==> src/sv/fifo_readers_writer_lock_assert.svh <==
// Assertion macros for the readers-writer lock block.
`ifndef FIFO_READERS_WRITER_LOCK_ASSERT_SVH
`define FIFO_READERS_WRITER_LOCK_ASSERT_SVH

`ifndef SYNTH

// Same-cycle implication, clocked on clk, disabled while rst_n is low.
`define FRWL_ASSERT_SAME(label, ante, cons, msg) \
    label: assert property (@(posedge clk) disable iff (!rst_n) (ante) |-> (cons)) \
        else $error(msg);

// Next-cycle implication, clocked on clk, disabled while rst_n is low.
`define FRWL_ASSERT_NEXT(label, ante, cons, msg) \
    label: assert property (@(posedge clk) disable iff (!rst_n) (ante) |=> (cons)) \
        else $error(msg);

`else

`define FRWL_ASSERT_SAME(label, ante, cons, msg)
`define FRWL_ASSERT_NEXT(label, ante, cons, msg)

`endif

`endif

==> src/sv/frwl_pkg.sv <==
// Shared types and constants of the readers-writer lock block.
package frwl_pkg;

    localparam int QUEUE_DEPTH_DEF = 16;
    localparam int ID_BITS_DEF     = 6;

    localparam int MODE_W    = 3;
    localparam int OUTCOME_W = 3;
    localparam int ERROR_W   = 2;

    // Readers woken by one write release at most.
    localparam int MAX_RESULTS = 16;

    localparam int               READER_W   = 7;
    localparam logic [READER_W-1:0] READER_MAX = 7'd127;

    // Command queue between front and back.
    localparam int CMDQ_DEPTH = 2;

    typedef enum logic [MODE_W-1:0] {
        OP_RD_ACQ = 3'd0,
        OP_RD_REL = 3'd1,
        OP_WR_ACQ = 3'd2,
        OP_WR_REL = 3'd3,
        OP_TRY_RD = 3'd4
    } op_t;

    typedef enum logic [OUTCOME_W-1:0] {
        OUT_GRANTED  = 3'd0,
        OUT_QUEUED   = 3'd1,
        OUT_REFUSED  = 3'd2,
        OUT_WOKEN    = 3'd3,
        OUT_RELEASED = 3'd4
    } outcome_t;

    typedef enum logic [ERROR_W-1:0] {
        ERR_OK         = 2'd0,
        ERR_QUEUE_FULL = 2'd1,
        ERR_NOT_HELD   = 2'd2,
        ERR_WRONG_KIND = 2'd3
    } error_t;

    typedef enum logic [1:0] {
        ST_IDLE,
        ST_EXEC,
        ST_READ,
        ST_WAKE
    } state_t;

    // Command handed from front to back (requester id travels beside it).
    typedef struct packed {
        logic valid;
        op_t  op;
    } cmd_ctl_t;

endpackage

==> src/sv/frwl_front.sv <==
// Front end: accepts requests, drops undefined modes, queues commands.
module frwl_front #(
    parameter int ID_BITS = frwl_pkg::ID_BITS_DEF
) (
    input  logic                         clk,
    input  logic                         rst_n,
    input  logic                         in_valid,
    output logic                         in_ready,
    input  logic [frwl_pkg::MODE_W-1:0]  in_mode,
    input  logic [ID_BITS-1:0]           in_requester,
    output frwl_pkg::cmd_ctl_t           cmd,
    output logic [ID_BITS-1:0]           cmd_req,
    input  logic                         cmd_pop
);
    import frwl_pkg::*;

    localparam int PTR_W = $clog2(CMDQ_DEPTH);
    localparam int CNT_W = $clog2(CMDQ_DEPTH + 1);

    op_t                op_q  [CMDQ_DEPTH];
    logic [ID_BITS-1:0] req_q [CMDQ_DEPTH];

    logic [PTR_W-1:0] wr_ptr_reg, wr_ptr_next;
    logic [PTR_W-1:0] rd_ptr_reg, rd_ptr_next;
    logic [CNT_W-1:0] cnt_reg, cnt_next;

    logic mode_ok;
    logic push;

    always_comb
    begin
        unique case (in_mode) inside
            OP_RD_ACQ, OP_RD_REL, OP_WR_ACQ, OP_WR_REL, OP_TRY_RD: mode_ok = 1'b1;
            default:                                               mode_ok = 1'b0;
        endcase
    end

    assign in_ready = (cnt_reg != CNT_W'(CMDQ_DEPTH));
    // Undefined modes are taken and dropped here.
    assign push     = in_valid && in_ready && mode_ok;

    assign cmd     = {(cnt_reg != '0), op_q[rd_ptr_reg]};
    assign cmd_req = req_q[rd_ptr_reg];

    always_comb
    begin
        wr_ptr_next = wr_ptr_reg;
        rd_ptr_next = rd_ptr_reg;
        cnt_next    = cnt_reg;
        if (push)
        begin
            wr_ptr_next = (wr_ptr_reg == PTR_W'(CMDQ_DEPTH - 1)) ? '0 : wr_ptr_reg + 1'b1;
        end
        if (cmd_pop)
        begin
            rd_ptr_next = (rd_ptr_reg == PTR_W'(CMDQ_DEPTH - 1)) ? '0 : rd_ptr_reg + 1'b1;
        end
        if (push && !cmd_pop)
        begin
            cnt_next = cnt_reg + 1'b1;
        end
        else if (!push && cmd_pop)
        begin
            cnt_next = cnt_reg - 1'b1;
        end
    end

    always_ff @(posedge clk or negedge rst_n)
    begin
        if (!rst_n)
        begin
            wr_ptr_reg <= '0;
            rd_ptr_reg <= '0;
            cnt_reg    <= '0;
        end
        else
        begin
            wr_ptr_reg <= wr_ptr_next;
            rd_ptr_reg <= rd_ptr_next;
            cnt_reg    <= cnt_next;
        end
    end

    always_ff @(posedge clk)
    begin
        if (push)
        begin
            op_q[wr_ptr_reg]  <= op_t'(in_mode);
            req_q[wr_ptr_reg] <= in_requester;
        end
    end

endmodule

==> src/sv/frwl_back.sv <==
// Back end: lock state, wait queue memory, sequencer and result register.
module frwl_back #(
    parameter int QUEUE_DEPTH = frwl_pkg::QUEUE_DEPTH_DEF,
    parameter int ID_BITS     = frwl_pkg::ID_BITS_DEF
) (
    input  logic                           clk,
    input  logic                           rst_n,
    input  frwl_pkg::cmd_ctl_t             cmd,
    input  logic [ID_BITS-1:0]             cmd_req,
    output logic                           cmd_pop,
    output logic                           out_valid,
    input  logic                           out_ready,
    output logic [ID_BITS-1:0]             out_who,
    output logic [frwl_pkg::OUTCOME_W-1:0] out_outcome,
    output logic [frwl_pkg::ERROR_W-1:0]   out_error,
    output logic                           out_last
);
    import frwl_pkg::*;

    localparam int PTR_W = $clog2(QUEUE_DEPTH);
    localparam int CNT_W = $clog2(QUEUE_DEPTH + 1);
    localparam int ENT_W = ID_BITS + 1;
    localparam int WN_W  = $clog2(MAX_RESULTS + 1);

    logic [ENT_W-1:0] wq_mem [QUEUE_DEPTH];

    state_t             state_reg, state_next;
    op_t                op_reg;
    logic [ID_BITS-1:0] req_reg;
    logic [ENT_W-1:0]   head_ent_reg;
    logic [READER_W-1:0] readers_reg, readers_next;
    logic               writer_reg, writer_next;
    logic [PTR_W-1:0]   head_reg, head_next;
    logic [PTR_W-1:0]   tail_reg, tail_next;
    logic [CNT_W-1:0]   count_reg, count_next;
    logic [ID_BITS-1:0] pend_who_reg;
    logic [WN_W-1:0]    wake_n_reg, wake_n_next;

    logic               out_valid_reg;
    logic [ID_BITS-1:0] out_who_reg;
    outcome_t           out_outcome_reg;
    error_t             out_error_reg;
    logic               out_last_reg;

    logic out_room, q_empty, q_full, hd_writer, to_wake, wake_more;

    // Sequencer controls.
    logic               emit;
    logic [ID_BITS-1:0] emit_who;
    outcome_t           emit_outcome;
    error_t             emit_error;
    logic               emit_last;
    logic               rd_inc, rd_dec, wr_set, wr_clr;
    logic               enq, enq_writer, deq;
    logic               pend_load, wake_clr, wake_inc;

    assign out_room  = !out_valid_reg || out_ready;
    assign q_empty   = (count_reg == '0);
    assign q_full    = (count_reg == CNT_W'(QUEUE_DEPTH));
    assign hd_writer = head_ent_reg[ID_BITS];
    assign to_wake   = (op_reg == OP_WR_REL) && writer_reg && !q_empty && !hd_writer;
    assign wake_more = !q_empty && !hd_writer && (wake_n_reg < WN_W'(MAX_RESULTS));

    always_comb
    begin
        state_next = state_reg;
        unique case (state_reg)
            ST_IDLE:
            begin
                if (cmd.valid)
                begin
                    state_next = ST_EXEC;
                end
            end
            ST_EXEC:
            begin
                if (out_room)
                begin
                    state_next = to_wake ? ST_READ : ST_IDLE;
                end
            end
            ST_READ:
            begin
                state_next = ST_WAKE;
            end
            ST_WAKE:
            begin
                if (out_room)
                begin
                    state_next = wake_more ? ST_READ : ST_IDLE;
                end
            end
            default:
            begin
                state_next = ST_IDLE;
            end
        endcase
    end

    always_comb
    begin
        cmd_pop      = 1'b0;
        emit         = 1'b0;
        emit_who     = req_reg;
        emit_outcome = OUT_GRANTED;
        emit_error   = ERR_OK;
        emit_last    = 1'b1;
        rd_inc       = 1'b0;
        rd_dec       = 1'b0;
        wr_set       = 1'b0;
        wr_clr       = 1'b0;
        enq          = 1'b0;
        enq_writer   = 1'b0;
        deq          = 1'b0;
        pend_load    = 1'b0;
        wake_clr     = 1'b0;
        wake_inc     = 1'b0;
        unique case (state_reg)
            ST_IDLE:
            begin
                cmd_pop = cmd.valid;
            end
            ST_EXEC:
            begin
                if (out_room)
                begin
                    emit = 1'b1;
                    unique case (op_reg) inside
                        OP_RD_ACQ, OP_TRY_RD:
                        begin
                            if (!writer_reg && q_empty)
                            begin
                                rd_inc = 1'b1;
                            end
                            else if (op_reg == OP_TRY_RD)
                            begin
                                emit_outcome = OUT_REFUSED;
                            end
                            else if (!q_full)
                            begin
                                enq          = 1'b1;
                                emit_outcome = OUT_QUEUED;
                            end
                            else
                            begin
                                emit_outcome = OUT_REFUSED;
                                emit_error   = ERR_QUEUE_FULL;
                            end
                        end
                        OP_RD_REL:
                        begin
                            if (readers_reg == '0)
                            begin
                                emit_outcome = OUT_REFUSED;
                                emit_error   = ERR_NOT_HELD;
                            end
                            else
                            begin
                                rd_dec = 1'b1;
                                if (readers_reg != READER_W'(1) || q_empty)
                                begin
                                    emit_outcome = OUT_RELEASED;
                                end
                                else if (!hd_writer)
                                begin
                                    emit_outcome = OUT_RELEASED;
                                    emit_error   = ERR_WRONG_KIND;
                                end
                                else
                                begin
                                    deq          = 1'b1;
                                    wr_set       = 1'b1;
                                    emit_who     = head_ent_reg[ID_BITS-1:0];
                                    emit_outcome = OUT_WOKEN;
                                end
                            end
                        end
                        OP_WR_ACQ:
                        begin
                            if (readers_reg == '0 && !writer_reg)
                            begin
                                wr_set = 1'b1;
                            end
                            else if (!q_full)
                            begin
                                enq          = 1'b1;
                                enq_writer   = 1'b1;
                                emit_outcome = OUT_QUEUED;
                            end
                            else
                            begin
                                emit_outcome = OUT_REFUSED;
                                emit_error   = ERR_QUEUE_FULL;
                            end
                        end
                        OP_WR_REL:
                        begin
                            if (!writer_reg)
                            begin
                                emit_outcome = OUT_REFUSED;
                                emit_error   = ERR_NOT_HELD;
                            end
                            else if (q_empty)
                            begin
                                wr_clr       = 1'b1;
                                emit_outcome = OUT_RELEASED;
                            end
                            else if (hd_writer)
                            begin
                                deq          = 1'b1;
                                emit_who     = head_ent_reg[ID_BITS-1:0];
                                emit_outcome = OUT_WOKEN;
                            end
                            else
                            begin
                                // First reader: hold it until the next head is known.
                                emit      = 1'b0;
                                deq       = 1'b1;
                                rd_inc    = 1'b1;
                                pend_load = 1'b1;
                                wake_clr  = 1'b1;
                            end
                        end
                        default:
                        begin
                            emit = 1'b0;
                        end
                    endcase
                end
            end
            ST_READ:
            begin
                emit = 1'b0;
            end
            ST_WAKE:
            begin
                if (out_room)
                begin
                    emit         = 1'b1;
                    emit_who     = pend_who_reg;
                    emit_outcome = OUT_WOKEN;
                    if (wake_more)
                    begin
                        emit_last = 1'b0;
                        deq       = 1'b1;
                        rd_inc    = 1'b1;
                        pend_load = 1'b1;
                        wake_inc  = 1'b1;
                    end
                    else
                    begin
                        wr_clr = 1'b1;
                    end
                end
            end
            default:
            begin
                emit = 1'b0;
            end
        endcase
    end

    always_comb
    begin
        readers_next = readers_reg;
        if (rd_inc && readers_reg != READER_MAX)
        begin
            readers_next = readers_reg + 1'b1;
        end
        else if (rd_dec)
        begin
            readers_next = readers_reg - 1'b1;
        end

        writer_next = writer_reg;
        if (wr_set)
        begin
            writer_next = 1'b1;
        end
        else if (wr_clr)
        begin
            writer_next = 1'b0;
        end

        head_next = head_reg;
        if (deq)
        begin
            head_next = (head_reg == PTR_W'(QUEUE_DEPTH - 1)) ? '0 : head_reg + 1'b1;
        end
        tail_next = tail_reg;
        if (enq)
        begin
            tail_next = (tail_reg == PTR_W'(QUEUE_DEPTH - 1)) ? '0 : tail_reg + 1'b1;
        end
        count_next = count_reg;
        if (enq)
        begin
            count_next = count_reg + 1'b1;
        end
        else if (deq)
        begin
            count_next = count_reg - 1'b1;
        end

        wake_n_next = wake_n_reg;
        if (wake_clr)
        begin
            wake_n_next = WN_W'(1);
        end
        else if (wake_inc)
        begin
            wake_n_next = wake_n_reg + 1'b1;
        end
    end

    always_ff @(posedge clk or negedge rst_n)
    begin
        if (!rst_n)
        begin
            state_reg     <= ST_IDLE;
            readers_reg   <= '0;
            writer_reg    <= 1'b0;
            head_reg      <= '0;
            tail_reg      <= '0;
            count_reg     <= '0;
            wake_n_reg    <= '0;
            out_valid_reg <= 1'b0;
        end
        else
        begin
            state_reg   <= state_next;
            readers_reg <= readers_next;
            writer_reg  <= writer_next;
            head_reg    <= head_next;
            tail_reg    <= tail_next;
            count_reg   <= count_next;
            wake_n_reg  <= wake_n_next;
            if (emit)
            begin
                out_valid_reg <= 1'b1;
            end
            else if (out_ready)
            begin
                out_valid_reg <= 1'b0;
            end
        end
    end

    // Payload registers and wait queue memory.
    always_ff @(posedge clk)
    begin
        if (cmd_pop)
        begin
            op_reg  <= cmd.op;
            req_reg <= cmd_req;
        end
        if (pend_load)
        begin
            pend_who_reg <= head_ent_reg[ID_BITS-1:0];
        end
        if (emit)
        begin
            out_who_reg     <= emit_who;
            out_outcome_reg <= emit_outcome;
            out_error_reg   <= emit_error;
            out_last_reg    <= emit_last;
        end
        if (enq)
        begin
            wq_mem[tail_reg] <= {enq_writer, req_reg};
        end
        head_ent_reg <= wq_mem[head_reg];
    end

    assign out_valid   = out_valid_reg;
    assign out_who     = out_who_reg;
    assign out_outcome = out_outcome_reg;
    assign out_error   = out_error_reg;
    assign out_last    = out_last_reg;

endmodule

==> src/sv/fifo_readers_writer_lock.sv <==
// Top level of the readers-writer lock manager with a FIFO of waiters.
//
//  Port group | Dir | Contents                                      | Transfer when
//  -----------+-----+-----------------------------------------------+----------------------
//  s_*        | in  | tdata: mode, requester                         | s_tvalid && s_tready
//  m_*        | out | tdata: who, outcome, error; tlast: last        | m_tvalid && m_tready
//
// A request passes through the back-end sequencer's pop state, which also reads
// the wait queue head, and then its execute state, which loads the result register.
// In a write release that wakes readers, each reader costs a registered read of
// the wait queue memory and a wake step.
// Reset clears all control state at once; the wait queue memory is not cleared
// and its contents are only used at occupied entries, so requests are taken right after reset.
// A stalled m_tready holds the sequencer; the two-entry command queue keeps
// s_tready high until it fills.
module fifo_readers_writer_lock #(
    parameter int QUEUE_DEPTH = frwl_pkg::QUEUE_DEPTH_DEF,
    parameter int ID_BITS     = frwl_pkg::ID_BITS_DEF,
    localparam int S_DATA_W   = ((frwl_pkg::MODE_W + ID_BITS + 7) / 8) * 8,
    localparam int M_DATA_W   =
        ((ID_BITS + frwl_pkg::OUTCOME_W + frwl_pkg::ERROR_W + 7) / 8) * 8
) (
    input  logic                clk,
    input  logic                rst_n,
    input  logic                s_tvalid,
    output logic                s_tready,
    input  logic [S_DATA_W-1:0] s_tdata,   // mode, requester (from bit 0 up)
    output logic                m_tvalid,
    input  logic                m_tready,
    output logic [M_DATA_W-1:0] m_tdata,   // who, outcome, error (from bit 0 up)
    output logic                m_tlast
);
    import frwl_pkg::*;

`include "fifo_readers_writer_lock_assert.svh"

    logic [MODE_W-1:0]    in_mode;
    logic [ID_BITS-1:0]   in_requester;
    cmd_ctl_t             cmd;
    logic [ID_BITS-1:0]   cmd_req;
    logic                 cmd_pop;
    logic [ID_BITS-1:0]   res_who;
    logic [OUTCOME_W-1:0] res_outcome;
    logic [ERROR_W-1:0]   res_error;

    // Unpack the request transfer.
    assign in_mode      = s_tdata[MODE_W-1:0];
    assign in_requester = s_tdata[MODE_W +: ID_BITS];

    // Front: take requests, drop undefined modes, queue commands.
    frwl_front #(
        .ID_BITS (ID_BITS)
    ) u_front (
        .clk          (clk),
        .rst_n        (rst_n),
        .in_valid     (s_tvalid),
        .in_ready     (s_tready),
        .in_mode      (in_mode),
        .in_requester (in_requester),
        .cmd          (cmd),
        .cmd_req      (cmd_req),
        .cmd_pop      (cmd_pop)
    );

    // Back: run each command against the lock state and wait queue.
    frwl_back #(
        .QUEUE_DEPTH (QUEUE_DEPTH),
        .ID_BITS     (ID_BITS)
    ) u_back (
        .clk         (clk),
        .rst_n       (rst_n),
        .cmd         (cmd),
        .cmd_req     (cmd_req),
        .cmd_pop     (cmd_pop),
        .out_valid   (m_tvalid),
        .out_ready   (m_tready),
        .out_who     (res_who),
        .out_outcome (res_outcome),
        .out_error   (res_error),
        .out_last    (m_tlast)
    );

    // Pack the result transfer, zero fill to whole bytes.
    assign m_tdata = M_DATA_W'({res_error, res_outcome, res_who});

    // Back never pops an empty command queue.
    `FRWL_ASSERT_SAME(a_pop_needs_cmd, cmd_pop, cmd.valid, "command popped while queue empty")
    // Front stalls only when it holds commands for the back.
    `FRWL_ASSERT_SAME(a_stall_means_cmd, !s_tready, cmd.valid, "front stalled with no command")
    // Every command passes through the execute state before the next pop.
    `FRWL_ASSERT_NEXT(a_pop_spacing, cmd_pop, !cmd_pop, "back popped commands back to back")

endmodule

==> config.mk <==
export PLATFORM = sky130hd
export DESIGN_NAME = fifo_readers_writer_lock
export DESIGN_NICKNAME = d
export VERILOG_FILES = /design/src/sv/frwl_pkg.sv /design/src/sv/frwl_front.sv /design/src/sv/frwl_back.sv /design/src/sv/fifo_readers_writer_lock.sv
export VERILOG_INCLUDE_DIRS = /design/src /design/src/sv
export SDC_FILE = /design/constraint.sdc
export NUM_CORES = 1
export LEC_CHECK = 0
export BUFFER_PORTS_ARGS = -buffer_cell sky130_fd_sc_hd__buf_2
export CORE_UTILIZATION = 30
export CTS_CLUSTER_SIZE = 12
export DETAILED_ROUTE_END_ITERATION = 10
export SLEW_MARGIN = 20
export SYNTH_ARGS = -nofsm -noshare
export SYNTH_HDL_FRONTEND = slang
export SYNTH_SLANG_ARGS = --single-unit
==> constraint.sdc <==
create_clock -name clk -period 3.75 [get_ports clk]
set_input_delay 0.75 -clock clk [delete_from_list [all_inputs] [get_ports clk]]
set_output_delay 0.75 -clock clk [all_outputs]
set_load 0.03 [all_outputs]
Word-level counts from Yosys, hierarchy flattened
Memories as Yosys holds them, arrays and structs flattened. A register that Yosys moved wholly into a read port is not among the register bits.
Index checks and enable logic that the tools add are counted.
{"block": "word_totals", "reg_bits": 51, "ram_bits": 130, "inputBits": 20, "out_inout_bits": 19, "mem_count": 3}
{"block": "op_classes", "addsub": 11, "order_cmp": 1, "n_eq_ne": 20, "n_mux": 113, "n_reduce_logical": 38}
{"memory": "u_back.wq_mem", "depth": 16, "word_bits": 7, "read_ports": 1, "rd_ports_with_merged_regs": 1, "wr": 1, "line": "frwl_back.sv:25", "source": "logic [ENT_W-1:0] wq_mem [QUEUE_DEPTH];"}
{"memory": "u_front.req_q", "depth": 2, "word_bits": 6, "read_ports": 1, "rd_ports_with_merged_regs": 1, "wr": 1, "line": "frwl_front.sv:21", "source": "logic [ID_BITS-1:0] req_q [CMDQ_DEPTH];"}
{"memory": "u_front.op_q", "depth": 2, "word_bits": 3, "read_ports": 1, "rd_ports_with_merged_regs": 1, "wr": 1, "line": "frwl_front.sv:20", "source": "op_t op_q [CMDQ_DEPTH];"}
{"operator": "2-to-1 mux 1 bit", "n": 56}
{"operator": "2-to-1 mux 6 bit", "n": 7}
{"operator": "2-to-1 mux 2 bit", "n": 18}
{"operator": "2-to-1 mux 3 bit", "n": 8}
{"operator": "one-hot mux 6 bit (2 select lines)", "n": 2}
{"operator": "2-to-1 mux 5 bit", "n": 4}
{"operator": "one-hot mux 1 bit (2 select lines)", "n": 10}
{"operator": "one-hot mux 2 bit (4 select lines)", "n": 2}
{"operator": "2-to-1 mux 7 bit", "n": 2}
{"operator": "nonzero test 2 bit", "n": 7}
{"operator": "equality test 3 x 2 -> 1 bit, second input constant", "n": 4}
{"operator": "logical AND 1 bit", "n": 12}
{"operator": "one-hot mux 3 bit (4 select lines)", "n": 1}
{"operator": "adder 5 x 1 -> 5 bit, second input constant", "n": 2}
{"operator": "adder 4 x 1 -> 4 bit, second input constant", "n": 2}
{"operator": "equality test 4 bit, second input constant", "n": 2}
{"operator": "2-to-1 mux 4 bit", "n": 2}
{"operator": "adder 7 x 1 -> 7 bit, second input constant", "n": 1}
{"operator": "logical NOT 7 bit", "n": 1}
{"operator": "inequality test 7 x 1 -> 1 bit, second input constant", "n": 1}
{"operator": "inequality test 7 bit, second input constant", "n": 1}
{"operator": "subtractor 7 x 1 -> 7 bit, second input constant", "n": 1}
{"operator": "equality test 3 x 1 -> 1 bit, second input constant", "n": 2}
{"operator": "equality test 3 bit, second input constant", "n": 2}
{"operator": "21 further kinds", "n": 33}

Logic depth before layout (Yosys ltp)
{"block": "depth", "depth_word": 9, "depth_mapped": 15, "ltp_nobuf": 13}

Modules after synthesis
Synthesis repeated with hierarchy kept, for this count alone.
{"block": "unflattened", "hier_cells": 514, "area_unflattened_um2": 8470.6}
{"module": "frwl_back", "instances": 1, "cells_each": 460, "area_each_um2": 7502.2}
{"module": "frwl_front", "instances": 1, "cells_each": 48, "area_each_um2": 927.1}
{"module": "fifo_readers_writer_lock", "instances": 1, "cells_each": 6, "area_each_um2": 41.3}

Worst setup path after synthesis
OpenSTA, ideal clock, no wires.
{"block": "synth_timing", "path_type": "input to register", "startpoint": "input port m_tready", "endpoint": "register u_back.count_reg[4]", "arrival_ns": 3.025, "required_time_ns": 3.604, "setup_slack_ns": 0.579, "stages": 14, "path_buffers": 3, "path_cell_list": "nor2b_1 -> nor2_1 -> and3_1 -> clkbuf_1 -> and2_1 -> buf_6 -> buf_2 -> inv_1 -> fa_1 -> a21o_1 -> a21oi_1 -> nor2_1 -> nand3_1 -> o2111ai_1"}
{"block": "synth_between", "elab_chain_cells": 4, "word_cells_on_any_way": 8}
{"item": "start: declaration", "line": "fifo_readers_writer_lock.sv:29", "source": "input logic m_tready,"}
{"item": "logical OR 1 bit *", "line": "frwl_back.sv:57", "source": "assign out_room = !out_valid_reg || out_ready;"}
{"item": "2-to-1 mux 1 bit, on equally long branches", "line": "frwl_back.sv:237, frwl_back.sv:125"}
{"item": "one-hot mux 1 bit (2 select lines) or 2-to-1 mux 1 bit (tied branches)", "line": "frwl_back.sv:118", "source": "unique case (state_reg)"}
{"item": "nonzero test 2 bit (no line) or 2-to-1 mux 5 bit (tied branches)"}
{"item": "end signal: assignment", "line": "frwl_back.sv:336", "source": "count_reg <= count_next;"}
{"item": "end: declaration", "line": "frwl_back.sv:35", "source": "logic [CNT_W-1:0] count_reg, count_next;"}
Mark *: on every way between the ends. The rest lies on a longest branch, timed or not.
A chain may end at the register's enable or synchronous reset.

Final worst setup path
{"block": "layout_timing", "startpoint": "register u_back.state_reg[0]", "endpoint": "register u_back.count_reg[4]"}
{"block": "layout_between", "elab_chain_cells": 3, "word_cells_on_any_way": 6}
{"item": "start: declaration", "line": "frwl_back.sv:27", "source": "state_t state_reg, state_next;"}
{"item": "start signal: assignment", "line": "frwl_back.sv:331", "source": "state_reg <= state_next;"}
{"item": "equality test 2 bit or equality test 2 x 1 -> 1 bit (tied branches)", "line": "frwl_back.sv:118"}
{"item": "one-hot mux 1 bit (2 select lines) or 2-to-1 mux 1 bit (tied branches)", "line": "frwl_back.sv:118"}
{"item": "nonzero test 2 bit (no line) or 2-to-1 mux 5 bit (tied branches)"}
Parallel ways exist; a longest one is shown, timed or not.

==> impl_metrics.tcl <==
set metrics [dict create \
    status "complete, no violations" \
    critPathRequiredTime_ps 4030 \
    gp_congestion 0.894 \
    end_kind "flip-flop" \
    synthesis.area_um2 8650 \
    synth_seq_area_share_pct 65.7 \
    cts.sinks 197 \
    synth_cell_type_count 71 \
    via_per_inst 4.86 \
    hpwlAfterDp_mm 11.6 \
    ys_warn_count 0 \
    async_flop_share_pct 16.8 \
    io_buffers 26 \
    drt-wirelength-per-cell_um 17.0 \
    yosys-top-cells-area "edfxtp_1 55%, dfrtp_1 9.5%, mux4_2 9.1%" \
    drcViolationCount 0 \
    max_slew_margin_pct 33.3 \
    syn_inst 544 \
    tightest_slew_ps 997 \
    avgSynthCellArea_um2 15.9 \
    area_growth_pct 12.7 \
    fmax_mhz 308 \
    cts_buffer_depth 2 \
    rsz0062_at_grt "no" \
    synthTopCellsByCount "157 x edfxtp_1, 35 x mux4_2, 33 x dfrtp_1, 24 x nor2_1" \
    drtIter0Drc 302 \
    cap_violations 0 \
    drt_pass1_iterations 4 \
    path_class "flip-flop to flip-flop" \
    worst_ep_arrival_time_ps 3520 \
    final_area_um2 9750 \
    fin_ws_ps 505 \
    pwr_density_cell_nw_per_um2 755 \
    crit_path_start_kind "flip-flop" \
    busiest_layer "met2" \
    grt_max_degree 34 \
    regMostFlops "u_back.wq_mem" \
    path_max_fanout 13 \
    fin_crit_sh_pct 86.5 \
    clk_pin_slew_ps 70 \
    track_usage_pct 11.7 \
    place_area_um2 9180 \
    whs_ps 404 \
    ios 39 \
    synth_top_cell_by_area "edfxtp_1" \
    yosysTopAreaCellShare_pct 54.5 \
    largest_reg_flops 112 \
    r2r-start "u_back.state_reg[0]$_DFFE_PN0P_" \
    grt_util_met2_pct 19.2 \
    core_um2 28100 \
    cts_tree "done" \
    row_count 61 \
    numCtsBuffers 17 \
    timing.rr.end "u_back.count_reg[4]$_DFFE_PN0P_" \
    use_met3_pct 2.44 \
    cts_hold_buf 0 \
    routed_wl_mm 16.4 \
    p_leak_nw 3.37 \
    hold_class "input port to asynchronous set/reset pin" \
    ys_ff_latch 197 \
    grt_pass1_vias 4672 \
    die_w_um 172 \
    ir_worst_vdd_mv 0.390 \
    ctsResizeCount 0 \
    ys.flop_type "edfxtp_1" \
    htreeDepth 4 \
    dieArea_um2 29500 \
    finalHoldViolCount 0 \
    drive_gt1_share_pct 22.6 \
    dp_worst_setup_slack_ps 496 \
    setup-tns-final_ps 0 \
    reg_top3 "u_back.wq_mem (112), u_front.req_q (12)" \
    skew_ps 12.4 \
    fin_util_pct 34.7 \
    ff2ff_path_depth 12 \
    start_util_pct 30.8 \
    finalMaxSlewViolations 0 \
    cts-root-buf "clkbuf_16" \
    num_vias 4674 \
    min_period_ps 3240 \
    fillerInstances 2682 \
    grt-ovfl-total 0 \
    synth_enable_flop_cells 157 \
    yosysMostFrequentCell "edfxtp_1" \
    grt_use_met1_pct 15.7 \
    r2r_slack_ps 510 \
    cts_setup_buffers 0 \
    crit_start "u_back.state_reg[0]$_DFFE_PN0P_" \
    diodes 0 \
    clkLatencyLatePin_ps 430 \
    grt_first_pass_wirelength_mm 25.9 \
    nets 606 \
    drtAntennaViolNets 0 \
    setup_viol 0 \
    die_h_um 172 \
    antenna_found_initial 0 \
]
per-stage QoR:
step / cells / power [mW]
2_1_floorplan: 548 / 5.05
3_3_place_gp: 930 / 5.58
3_5_place_dp: 930 / 5.69
4_1_cts: 962 / 7.43
5_1_grt: 962 / 7.78
6_report: 962 / 7.36
critical path, cell delays in order (launching register included):
cell and delay, ps:
dfrtp_1 600, nand2b_1 200, nor2_1 340, and3_1 220, buf_4 150, and2_1 180, inv_1 120, fa_1 490
a21o_1 190, a21oi_1 300, nor2_1 80, nand3_1 100, o2111ai_1 120
cells in the final DEF, fill, tap and decap left out, drive strengths merged, types with 8 or more instances in the layout:
master,count
a21oi,16
and3,20
buf,37
clkbuf,18
dfrtp,33
edfxtp,157
ha,14
inv,24
mux2,16
mux4,35
nand2,18
nand3,20
nor2,25
nor2b,8
o21ai,11
xnor2,11
layer usage:
layer	share of wire (%)	routed length [µm]	up-vias
met4	0.83	136	0
met1	47	7630	2366
met2	49	7960	117
met5	0	0	-
met3	4.0	653	11
li1	-	-	2180
how the worst max path moves through the flow:
stage / endpoint / slack, ps / depth (start not counted)
after floorplan: u_back.count_reg[4]$_DFFE_PN0P_ / 580 / 14
after global placement: u_back.count_reg[4]$_DFFE_PN0P_ / 560 / 13
after detailed placement: u_back.count_reg[4]$_DFFE_PN0P_ / 500 / 13
after CTS: u_back.count_reg[4]$_DFFE_PN0P_ / 550 / 12
after global routing: u_back.count_reg[4]$_DFFE_PN0P_ / 290 / 12
final: u_back.count_reg[4]$_DFFE_PN0P_ / 510 / 12
area by class of cell:
class / count / area (µm²) / area share [%]
sequential: 197 / 5680 / 58.3
multi-input combinational: 301 / 2750 / 28.2
tap: 378 / 473 / 4.85
clock buffer: 18 / 429 / 4.40
timing repair buffer: 37 / 213 / 2.18
clock inverter: 14 / 138 / 1.41
inverter: 17 / 63.8 / 0.654
power by group:
part	switching, mW	internal [mW]	total, mW
combinational	1.17	0.925	2.09
sequential	0.575	2.96	3.54
clock	0.847	0.883	1.73
total	2.59	4.77	7.36
cell families (layout without fill, tap and decap cells):
logic type	Yosys count	in the layout	share of synthesized area, %
other cells	1	5	0.0434
compound gates	83	83	7.94
fa+ha+maj	15	15	2.26
buf+inv	50	86	2.68
flops	197	197	65.7
xor+xnor	18	18	1.82
mux	51	51	11.2
simple gates	129	129	8.39
Note: power is estimated with default switching activity, not from simulation.
